--- config.mk ---
export PLATFORM = sky130hd
export DESIGN_NAME = bis_axis_map
export DESIGN_NICKNAME = d
export VERILOG_FILES = /design/src/rtl/bis_pkg.sv /design/src/rtl/bis_axis_map.sv
export SDC_FILE = /design/constraint.sdc
export NUM_CORES = 2
export LEC_CHECK = 0
export BUFFER_PORTS_ARGS = -buffer_cell sky130_fd_sc_hd__buf_2
export CAP_MARGIN = 20
export CORE_MARGIN = 8
export CORE_UTILIZATION = 35
export CTS_CLUSTER_SIZE = 24
export DETAILED_ROUTE_END_ITERATION = 10
export PLACE_DENSITY = 0.6
export SYNTH_ARGS = -nofsm -noshare
export SYNTH_HDL_FRONTEND = slang
export SYNTH_SLANG_ARGS = --single-unit
export TNS_END_PERCENT = 30
--- constraint.sdc ---
create_clock -name clk_i -period 12.1 [get_ports clk_i]
set_clock_uncertainty 0.1 [all_clocks]
set_input_delay 3.025 -clock clk_i [delete_from_list [all_inputs] [get_ports clk_i]]
set_output_delay 3.025 -clock clk_i [all_outputs]
set_load 0.02 [all_outputs]
--- src/rtl/bis_pkg.sv ---
// Package for the bilinear image scaler: sizes, widths, register indexes and shared types.
// Used by bis_axis_map, bilinear_image_scaler_core and the testbench; depends on nothing.
package bis_pkg;

  localparam int MaxSrcW   = 256;
  localparam int MaxSrcH   = 256;
  localparam int FracBits  = 8;

  localparam int SizeW     = 9;
  localparam int TgtW      = 11;
  localparam int CoordW    = 10;
  localparam int PixW      = 32;
  localparam int ChanW     = 8;
  localparam int NumChan   = PixW / ChanW;

  localparam int XIdxW     = $clog2(MaxSrcW);
  localparam int YIdxW     = $clog2(MaxSrcH);
  localparam int IdxW      = (XIdxW > YIdxW) ? XIdxW : YIdxW;
  localparam int BankAw    = (XIdxW - 1) + (YIdxW - 1);
  localparam int BankDepth = 1 << BankAw;

  localparam int NumW      = TgtW + SizeW;
  localparam int DivW      = NumW + FracBits;
  localparam int DenW      = TgtW + 1;
  localparam int FrW       = FracBits + 1;
  localparam int HorW      = ChanW + FracBits + 1;
  localparam int VerW      = HorW + FrW;
  localparam int PipeLen   = DivW + 2;

  localparam int CfgIdxW   = 4;
  localparam int CfgDataW  = TgtW;

  localparam logic [CfgIdxW-1:0] CfgSrcWidth  = 4'd0;
  localparam logic [CfgIdxW-1:0] CfgSrcHeight = 4'd1;
  localparam logic [CfgIdxW-1:0] CfgTgtWidth  = 4'd2;
  localparam logic [CfgIdxW-1:0] CfgTgtHeight = 4'd3;

  localparam logic OpWrite   = 1'b0;
  localparam logic OpRequest = 1'b1;

  typedef struct packed {
    logic [IdxW-1:0] i0;
    logic [IdxW-1:0] i1;
    logic [FrW-1:0]  frac;
  } axis_map_t;

  typedef struct packed {
    logic              valid;
    logic              op;
    logic [CoordW-1:0] px;
    logic [CoordW-1:0] py;
    logic [PixW-1:0]   pix;
  } side_t;

endpackage

--- src/rtl/bis_axis_map.sv ---
// Maps one target coordinate to two source indexes and a blend fraction.
// Pipelined restoring divider, one quotient bit per stage; depends on bis_pkg.
module bis_axis_map import bis_pkg::*; (
  input  logic              clk_i,
  input  logic              en_i,
  input  logic [CoordW-1:0] t_i,
  input  logic [SizeW-1:0]  src_i,
  input  logic [TgtW-1:0]   dst_i,
  output axis_map_t         map_o
);

  logic [NumW-1:0]  prod;
  logic [NumW-1:0]  n_d, n_q;
  logic [DenW-1:0]  den;
  logic [DenW-1:0]  rem_d [DivW];
  logic [DenW-1:0]  rem_q [DivW];
  logic [DivW-1:0]  dq_d  [DivW];
  logic [DivW-1:0]  dq_q  [DivW];
  logic [DenW:0]    trial [DivW];
  logic [DenW-1:0]  rem_in [DivW];
  logic [DivW-1:0]  dq_in  [DivW];
  logic [DivW-1:0]  quo;
  logic [DivW-FracBits-1:0] ipart;
  logic [IdxW-1:0]  last_idx;
  axis_map_t        map_d, map_q;

  assign den  = {dst_i, 1'b0};
  assign prod = NumW'({t_i, 1'b1} * src_i);
  assign n_d  = (prod < NumW'(dst_i)) ? '0 : prod - NumW'(dst_i);

  always_comb begin
    for (int k = 0; k < DivW; k++) begin
      if (k == 0) begin
        rem_in[k] = '0;
        dq_in[k]  = {n_q, FracBits'(0)};
      end else begin
        rem_in[k] = rem_q[k-1];
        dq_in[k]  = dq_q[k-1];
      end
      trial[k] = {rem_in[k], dq_in[k][DivW-1]};
      if (trial[k] >= {1'b0, den}) begin
        rem_d[k] = DenW'(trial[k] - {1'b0, den});
        dq_d[k]  = {dq_in[k][DivW-2:0], 1'b1};
      end else begin
        rem_d[k] = DenW'(trial[k]);
        dq_d[k]  = {dq_in[k][DivW-2:0], 1'b0};
      end
    end
  end

  assign quo      = dq_q[DivW-1];
  assign ipart    = quo[DivW-1:FracBits];
  assign last_idx = IdxW'(src_i - SizeW'(1));

  always_comb begin
    if (ipart >= (DivW-FracBits)'(src_i)) begin
      map_d.i0   = last_idx;
      map_d.frac = FrW'(1 << FracBits);
    end else begin
      map_d.i0   = IdxW'(ipart);
      map_d.frac = {1'b0, quo[FracBits-1:0]};
    end
    map_d.i1 = (map_d.i0 == last_idx) ? last_idx : map_d.i0 + IdxW'(1);
  end

  always_ff @(posedge clk_i) begin
    if (en_i) begin
      n_q   <= n_d;
      map_q <= map_d;
      for (int k = 0; k < DivW; k++) begin
        rem_q[k] <= rem_d[k];
        dq_q[k]  <= dq_d[k];
      end
    end
  end

  assign map_o = map_q;

endmodule

==> impl_results.html <==
<table>
<tr><th>Metric</th><th>Value</th></tr>
<tr><th colspan="2">Run status</th></tr>
<tr><td>Outcome</td><td>complete, no violations</td></tr>
<tr><th colspan="2">Route</th></tr>
<tr><td>Routed via count</td><td>27685</td></tr>
<tr><td>Post-route ant nets</td><td>0</td></tr>
<tr><td>DRC violations left</td><td>0</td></tr>
<tr><td>Mean routed wirelength per cell</td><td>16.6 um</td></tr>
<tr><td>Total Wirelength</td><td>93900 um</td></tr>
<tr><td>Router iterations before antenna repair</td><td>5</td></tr>
<tr><td>Average vias per placed instance</td><td>4.88</td></tr>
<tr><td>Violation count after the first detailed-route iteration</td><td>1974</td></tr>
<tr><th colspan="2">Synth</th></tr>
<tr><td>Synth Warn #</td><td>0</td></tr>
<tr><td>Synth Area per Inst</td><td>13.7 um2</td></tr>
<tr><td>Number of enable flip-flop cells after synthesis</td><td>958</td></tr>
<tr><td>Post-synthesis cell area</td><td>0.0488 mm2</td></tr>
<tr><td>Number of instances in the synthesized netlist</td><td>3561</td></tr>
<tr><td>Number of synthesized register bits</td><td>958</td></tr>
<tr><td>Synth async-reset ratio</td><td>0</td></tr>
<tr><td>Post-synth cell types</td><td>79</td></tr>
<tr><td>Sequential cell area fraction in the yosys report</td><td>0.589</td></tr>
<tr><td>Most used DFF post-synth</td><td>sky130_fd_sc_hd__edfxtp_1</td></tr>
<tr><th colspan="2">Global route</th></tr>
<tr><td>GR Layer Usage met2</td><td>0.201</td></tr>
<tr><td>Met3 usage in global routing</td><td>0.0202</td></tr>
<tr><td>GRT Overall Usage</td><td>0.123</td></tr>
<tr><td>Vias in the first global route</td><td>27713</td></tr>
<tr><td>Remaining Overflow, GRT</td><td>0</td></tr>
<tr><td>Routing layer with the top usage in global route</td><td>met2</td></tr>
<tr><td>GR Util met1</td><td>0.169</td></tr>
<tr><td>Antenna violations before repair</td><td>3</td></tr>
<tr><td>Largest net degree at the start of global routing</td><td>184</td></tr>
<tr><td>Wire length of the first global-routing pass</td><td>150000 um</td></tr>
<tr><th colspan="2">Pwr</th></tr>
<tr><td>Sequential share of power</td><td>0.380</td></tr>
<tr><td>Power Internal</td><td>8.94 mW</td></tr>
<tr><td>Clk network pwr share</td><td>0.225</td></tr>
<tr><td>Part of the total power dissipated in combinational logic</td><td>0.395</td></tr>
<tr><td>Fraction of power spent switching nets</td><td>0.329</td></tr>
<tr><td>Net load switching power</td><td>4.39 mW</td></tr>
<tr><td>Leak Pwr</td><td>21.1 nW</td></tr>
<tr><td>Power per cell area</td><td>243 mW/mm2</td></tr>
<tr><td>Maximum ir drop on the vdd rail</td><td>0.154 mV</td></tr>
<tr><td>Sum of internal, switching and leakage power</td><td>13.3 mW</td></tr>
<tr><th colspan="2">Worst hold path</th></tr>
<tr><td>Worst min path class</td><td>reg2reg</td></tr>
<tr><th colspan="2">Critical path</th></tr>
<tr><td>Cell occurring most often along the worst timing path</td><td>sky130_fd_sc_hd__fa_1</td></tr>
<tr><td>Required time of the critical path</td><td>12390 ps</td></tr>
<tr><td>Worst setup EP type</td><td>flip-flop</td></tr>
<tr><td>Biggest cell delay along the critical path</td><td>810 ps</td></tr>
<tr><td>Worst Setup Start Kind</td><td>input port</td></tr>
<tr><td>Kind of critical path</td><td>in2reg</td></tr>
<tr><td>Crit Path Max Fanout</td><td>17</td></tr>
<tr><td>Arrival @ worst endpoint</td><td>8750 ps</td></tr>
<tr><td>Critical Path, Cell by Cell</td><td>buf_2, nand2_1, fa_1, inv_1, fa_1, inv_1, fa_1, fa_1, inv_1, ha_1, o21ai_1, o21bai_1, a21oi_1, xnor2_1, ha_1, a21o_1, nand2_1, o21ai_1, nor3_4, nor3b_4, nor3b_4, nor2_1</td></tr>
<tr><td>Cell with the largest stage delay on the worst path</td><td>sky130_fd_sc_hd__nor3b_4</td></tr>
<tr><th colspan="2">Clock network</th></tr>
<tr><td>Clock tree buffer depth</td><td>3</td></tr>
<tr><td>Worst-skew pair later-pin latency</td><td>680 ps</td></tr>
<tr><td>Setup repair bufs after CTS</td><td>0</td></tr>
<tr><td>Clock buffers created by TritonCTS</td><td>100</td></tr>
<tr><td>Clock-pin slew on the worst setup and hold paths</td><td>60 ps</td></tr>
<tr><td>Clock Sinks</td><td>958</td></tr>
<tr><td>CTS tree</td><td>built</td></tr>
<tr><td>Htree depth</td><td>3</td></tr>
<tr><td>Post-CTS resize count</td><td>0</td></tr>
<tr><td>CTS root buf</td><td>sky130_fd_sc_hd__clkbuf_16</td></tr>
<tr><td>Count of hold-fix buffers inserted at cts</td><td>0</td></tr>
<tr><th colspan="2">Cells and area</th></tr>
<tr><td>Commonest non-fill, non-tap cells in the layout</td><td>sky130_fd_sc_hd__edfxtp_1, sky130_fd_sc_hd__ha_1, sky130_fd_sc_hd__inv_1</td></tr>
<tr><td>Fraction of layout cells with a size suffix above 1</td><td>0.130</td></tr>
<tr><td>Count of filler cells inserted in the layout</td><td>12939</td></tr>
<tr><td>Area added between synthesis and finish</td><td>12.3%</td></tr>
<tr><td>Post-Layout Inst Area</td><td>0.0548 mm2</td></tr>
<tr><td>Leading cell type in the layout, fill and taps excluded</td><td>sky130_fd_sc_hd__edfxtp_1</td></tr>
<tr><td>Final nets</td><td>4199</td></tr>
<tr><th colspan="2">STA</th></tr>
<tr><td>Slew at the pin with the worst max-slew slack</td><td>1070 ps</td></tr>
<tr><td>Worst slew margin relative to its limit</td><td>0.284</td></tr>
<tr><td>Setup TNS Final</td><td>0 ps</td></tr>
<tr><td>Unrepaired setup endpoints after global routing</td><td>false</td></tr>
<tr><td>Final Critical Period</td><td>8460 ps</td></tr>
<tr><td>Final number of max-transition violations</td><td>0</td></tr>
<tr><td>Highest Clock Rate</td><td>118 MHz</td></tr>
<tr><td>Final critical-path share of the clock period</td><td>0.699</td></tr>
<tr><td>Final number of hold-violating endpoints</td><td>0</td></tr>
<tr><td>Finish-stage setup viols</td><td>0</td></tr>
<tr><th colspan="2">Placed design</th></tr>
<tr><td>Final weighted congestion in routability-driven placement</td><td>0.808</td></tr>
<tr><td>Post-detailed-placement cell area</td><td>0.0516 mm2</td></tr>
<tr><td>Sum of net half-perimeters after detailed placement</td><td>62300 um</td></tr>
<tr><td>Input/output buffers</td><td>56</td></tr>
<tr><th colspan="2">Floorplan</th></tr>
<tr><td>Width of the chip</td><td>390 um</td></tr>
<tr><td>Total core area</td><td>0.139 mm2</td></tr>
<tr><td>Vertical die dimension</td><td>390 um</td></tr>
<tr><td>Num ports</td><td>57</td></tr>
<tr><td>Area of the die</td><td>0.152 mm2</td></tr>
<tr><td>Initial Utilization</td><td>0.351</td></tr>
<tr><td>Number of rows in the core area</td><td>137</td></tr>
<tr><th colspan="2">Job</th></tr>
<tr><td>Number of max-cap violations</td><td>0</td></tr>
</table>
==> cell usage after synthesis (8+ instances only) <==
master	n	area (um2)
sky130_fd_sc_hd__o21ai_0	167	836
sky130_fd_sc_hd__edfxtp_1	958	28800
sky130_fd_sc_hd__clkbuf_1	20	75.1
sky130_fd_sc_hd__inv_1	261	980
sky130_fd_sc_hd__nand3_1	25	125
sky130_fd_sc_hd__a221oi_1	19	166
sky130_fd_sc_hd__ha_1	359	4490
sky130_fd_sc_hd__a21o_1	64	480
sky130_fd_sc_hd__o21bai_1	8	60.1
sky130_fd_sc_hd__nand4_1	49	307
sky130_fd_sc_hd__nand4b_1	18	158
sky130_fd_sc_hd__or2_2	10	62.6
sky130_fd_sc_hd__nand2_1	193	724
sky130_fd_sc_hd__or3_1	25	156
sky130_fd_sc_hd__buf_2	28	140
sky130_fd_sc_hd__xor2_1	76	666
sky130_fd_sc_hd__o31ai_1	25	188
sky130_fd_sc_hd__a21oi_1	134	671
sky130_fd_sc_hd__xnor2_1	130	1140
sky130_fd_sc_hd__mux2i_1	59	591
sky130_fd_sc_hd__mux2_2	204	2300
sky130_fd_sc_hd__nor2b_1	83	519
sky130_fd_sc_hd__and3_1	18	113
sky130_fd_sc_hd__nor2_2	10	62.6
sky130_fd_sc_hd__o21ai_1	9	45.0
sky130_fd_sc_hd__a211oi_1	21	158
sky130_fd_sc_hd__and2_1	69	432
sky130_fd_sc_hd__o21a_1	24	180
sky130_fd_sc_hd__fa_1	91	1820
sky130_fd_sc_hd__a31oi_1	15	93.8
sky130_fd_sc_hd__a21boi_0	32	240
sky130_fd_sc_hd__nor3_1	92	460
sky130_fd_sc_hd__nand2b_1	31	194
sky130_fd_sc_hd__nor2_1	134	503
sky130_fd_sc_hd__nor4_1	12	75.1
==> state kept, by name, indices dropped and copies added (netlist names) <==
name	count
rem_q	317
dq_q	596
map_o	25
n_q	20
==> layer usage <==
metal  part of all wire  vias up
met3              0.036      139
met2               0.47      405
met1               0.48    13558
met5                  0        -
li1                   -    13583
met4              0.022        0
==> power by group through the flow <==
stage	logic (mW)	registers (mW)	clock network (mW)
after floorplan	4.22	4.97	0
after global placement	5.16	5.13	0
after detailed placement	5.23	5.14	0
after CTS	5.28	5.08	3.10
after global routing	5.91	5.14	3.22
final	5.26	5.07	3.00
==> kinds of logic after synthesis <==
group / synth area share
flops: 0.589
simple gates: 0.0859
other cells: 0.0000768
fa+ha+maj: 0.129
xor+xnor: 0.0373
compound gates: 0.0732
mux: 0.0598
buf+inv: 0.0252
==> cell type report <==
cell class,instances,area [um2],area share
Tap cell,1876,2350,0.0428
Inverter,264,993,0.0181
Antenna cell,1,2.50,0.0000456
Clock inverter,57,592,0.0108
Multi-Input combinational cell,2293,18900,0.344
Sequential cell,958,28800,0.525
Timing Repair Buffer,100,678,0.0124
Clock buffer,122,2610,0.0475
==> worst max-delay path: cells and delay by family <==
| family | cells | cell delay, ps |
|---|---|---|
| and+or+nand+nor | 6 | 1670 |
| buffers and inverters | 4 | 450 |
| xor gates and xnor gates | 1 | 150 |
| adders and majority gates | 6 | 2700 |
| AOI/OAI and AO/OA | 5 | 750 |
==> final timing paths <==
| kind | end | slack (ps) | from | cells past startpoint |
|---|---|---|---|---|
| worst max-delay path | n_q[14] | 3640 | src_i[2] | 22 |
| worst min-delay path | dq_q[0][126] | 310 | dq_q[0][97] | 0 |
| worst max register to register | map_o[15] | 8190 | dq_q[1][324] | 11 |
| worst min register to register | dq_q[0][126] | 310 | dq_q[0][97] | 0 |
==> stage by stage <==
step | hold WS [ps] | worst slack [ps] | utilization | std cells
floorplan | 300 | 3500 | - | 3565
global placement | 300 | 3010 | 0.371 | 5486
detailed placement | 305 | 2950 | 0.371 | 5488
CTS | 307 | 3690 | 0.394 | 5667
global route | 316 | 3270 | 0.394 | 5670
finish | 310 | 3640 | 0.394 | 5671
No activity file was read; power rests on OpenSTA's default activity.
